==> config.mk <==
export PLATFORM = sky130hd
export DESIGN_NAME = rhw_slot
export DESIGN_NICKNAME = d
export VERILOG_FILES = /design/src/hw/rtl/rhw_pkg.sv /design/src/hw/rtl/rhw_slot.sv
export SDC_FILE = /design/constraint.sdc
export NUM_CORES = 1
export LEC_CHECK = 0
export BUFFER_PORTS_ARGS = -buffer_cell sky130_fd_sc_hd__buf_4
export CAP_MARGIN = 15
export CORE_UTILIZATION = 45
export DETAILED_ROUTE_END_ITERATION = 8
export PLACE_DENSITY = 0.73
export SLEW_MARGIN = 20
export SYNTH_ARGS = -nofsm -noshare
export SYNTH_HDL_FRONTEND = slang
export SYNTH_SLANG_ARGS = --single-unit
==> constraint.sdc <==
create_clock -name vclk -period 4.7
set_input_delay 0.235 -clock vclk [all_inputs]
set_output_delay 0.235 -clock vclk [all_outputs]
set_load 0.02 [all_outputs]
==> src/hw/rtl/rhw_pkg.sv <==
// Shared types and codes for the recent hash window.
`timescale 1ns / 1ps

package rhw_pkg;

	localparam int unsigned WORD_W = 64;
	localparam int unsigned HASH_W = 4 * WORD_W;

	typedef logic [HASH_W-1:0] hash_t;
	typedef logic [1:0]        action_t;
	typedef logic [6:0]        count_t;

	localparam action_t ACT_PUSH   = 2'd0;
	localparam action_t ACT_LOOKUP = 2'd1;
	localparam action_t ACT_READ   = 2'd2;

	localparam count_t WINDOW_RESET = 7'd64;

endpackage

==> src/hw/rtl/rhw_slot.sv <==
// Logical-to-physical slot mapping: (base + offset) mod cap, both below cap.
`timescale 1ns / 1ps

module rhw_slot (
	input  rhw_pkg::count_t base,
	input  rhw_pkg::count_t offset,
	input  rhw_pkg::count_t cap,
	output rhw_pkg::count_t slot
);
	import rhw_pkg::*;

	logic [7:0] sum;
	logic [7:0] wrapped;

	assign sum     = {1'b0, base} + {1'b0, offset};
	assign wrapped = sum - {1'b0, cap};
	assign slot    = (sum >= {1'b0, cap}) ? wrapped[6:0] : sum[6:0];

endmodule

==> flow_summary.ini <==
[power]
intPower_w = 0.000137
power_frac_seq_pct = 0
combPwrFrac_pct = 100.0
powerDensity_nw_per_um2 = 301
p_leak_nw = 0.476
power_switching_share_pct = 48.4
vdd_ir_drop_max_v = 0.000117
p_clk_share_pct = 0
p_switching_w = 0.000128

[drt]
ant_nets = 0
drt-vias-per-instance = 5.27
remaining_drc_errors = 0
firstDrtPassIters = 3
dr.first_iter.drc_count = 4
wirelength_mm = 1.29
wl_per_cell_um = 11.1
via_count = 617

[timing]
timing.setup.tns_ns = 0
fin_crit_ns = 3.15
max-slew-margin-rel_pct = 78.1
finalSetupViolCount = 0
finalHoldViolCount = 0
grt_setup_unrepaired = false
tightest_slew_ns = 0.327
holdWs_ns = 0.917
fin_crit_sh_pct = 67.0
slew_violations = 0
max_freq_mhz = 317

[yosys]
syn_area_sq_um = 651
avgSynthCellArea_sq_um = 8.79
synth_top_family_by_area = adder cells
yosysSeqAreaShare_pct = 0
yosysWarnings = 0
synthTopCellsByArea = ha_1, mux2_4, xor2_1
synth_top_area_share_pct = 26.9
synth.mux.area_fraction_pct = 13.1
synthXorXnorAreaFrac_pct = 10.8
yosys.area_share.simple_pct = 9.62
ys_types = 28
synth_fa_ha_area_share_pct = 33.1
synthCells = 74
synth_compound_area_share_pct = 28.3
synth_nets = 111
synth_top_cell_by_area = ha_1

[clock_tree]
cts_resized = 0
cts_setup_buffers = 0
cts-hold-fix-buffers = 0

[grt]
grt_antenna_before_repair = 0
grt-ovfl-total = 0
grt_pass1_vias = 503
grt_max_degree = 8
grt_pass1_wl_mm = 1.95
grtUsageTotal_pct = 17.0

[placed_design]
place_area_sq_um = 880
port_buffers = 28
gp_congestion = 0.671
post-dp-hpwl_mm = 1.17

[die]
coreArea_sq_um = 1320
die_h_um = 40.0
rows = 13
initial_core_util_pct = 49.4
die_area_sq_um = 1600
die_x_um = 40.0
io_pins = 28

[finish]
nFillCells = 116
drive_above_1_share_pct = 37.3
nClkBuffers = 0
antenna_cells = 0
fin_util_pct = 66.8
finish.instance_area_sq_um = 880
regArea_sq_um = 0
finalNetCount = 141
seq_cell_count = 0
layout_commonest_cell = buf_4
layout_common_cells = buf_4, ha_1, inv_1
area_growth_pct = 35.2

[job]
cap_violations = 0

[hold_path]
holdPathStages = 4
holdCritPathClass = primary input to output port
hold_path.startpoint = cap[0]
hold_end = slot[0]

[setup_path]
cp.required_ns = 4.47
end_kind = output port
critPathKind = primary input to output port
crit_fanout = 7
worst_ep_arrival_time_ns = 2.92
startpoint_type = primary input

[run_status]
status = finished, final reports clean
==> cell families (layout without fill, tap and decap cells) <==
logic type,count (synthesis),in the layout
AOI/OAI and AO/OA,25,25
xor gates and xnor gates,8,8
adders and majority gates,16,16
buffers and inverters,9,37
muxes,6,6
and+or+nand+nor,10,10
==> synth_stat cells, drive strengths merged, types with 2 or more instances <==
cell,instances
o21ai,5
nand3,2
xor2,5
o21a,2
o21bai,2
a21o,2
nand2,3
mux2,5
inv,9
xnor2,3
fa,2
ha,14
a21oi,7
==> per-stage QoR <==
stage,power (W),setup WS (ns),std cells
finish,0.000265,1.55,117
global route,0.000285,1.45,117
CTS,0.000267,1.52,117
global placement,0.000263,1.54,117
detailed placement,0.000265,1.53,117
floorplan,0.000191,1.85,74
==> worst max-delay path by stage <==
stage	start	endpoint	slack (ns)	cells after the start
6_report	offset[0]	slot[2]	1.55	13
5_1_grt	offset[0]	slot[1]	1.45	13
4_1_cts	offset[0]	slot[2]	1.52	13
3_5_place_dp	offset[0]	slot[2]	1.53	13
3_3_place_gp	offset[0]	slot[2]	1.54	13
2_1_floorplan	offset[0]	slot[0]	1.85	11
==> layout make-up <==
class                      count  area, sq um  area share [%]
tap                           15         18.8            2.13
timing repair buffer          28          210            23.9
inverter                       9         33.8            3.84
multi-input combinational     65          617            70.1
==> layer usage <==
metal	up-vias	GRT usage, %	share of wire, %
li1	329	-	-
met1	278	22.8	46
met2	10	31.9	51
met3	0	0	2.5
met4	0	0	0
met5	-	0	0
==> critical path: stages <==
cell	delay (ns)
buf_4	0.11
ha_1	0.21
fa_1	0.42
a211oi_1	0.25
o21bai_1	0.10
a21oi_1	0.18
xnor2_1	0.10
ha_1	0.19
a211o_1	0.27
a31oi_2	0.22
o21ai_4	0.16
mux2_4	0.32
buf_4	0.16
==> power by group through the flow <==
| stage | clock, W | combinational, W | sequential (W) |
|---|---|---|---|
| floorplan | 0 | 0.000191 | 0 |
| CTS | 0 | 0.000267 | 0 |
| finish | 0 | 0.000265 | 0 |
| detailed placement | 0 | 0.000265 | 0 |
| global route | 0 | 0.000285 | 0 |
| global placement | 0 | 0.000263 | 0 |
(Power assumes the default switching activity.)
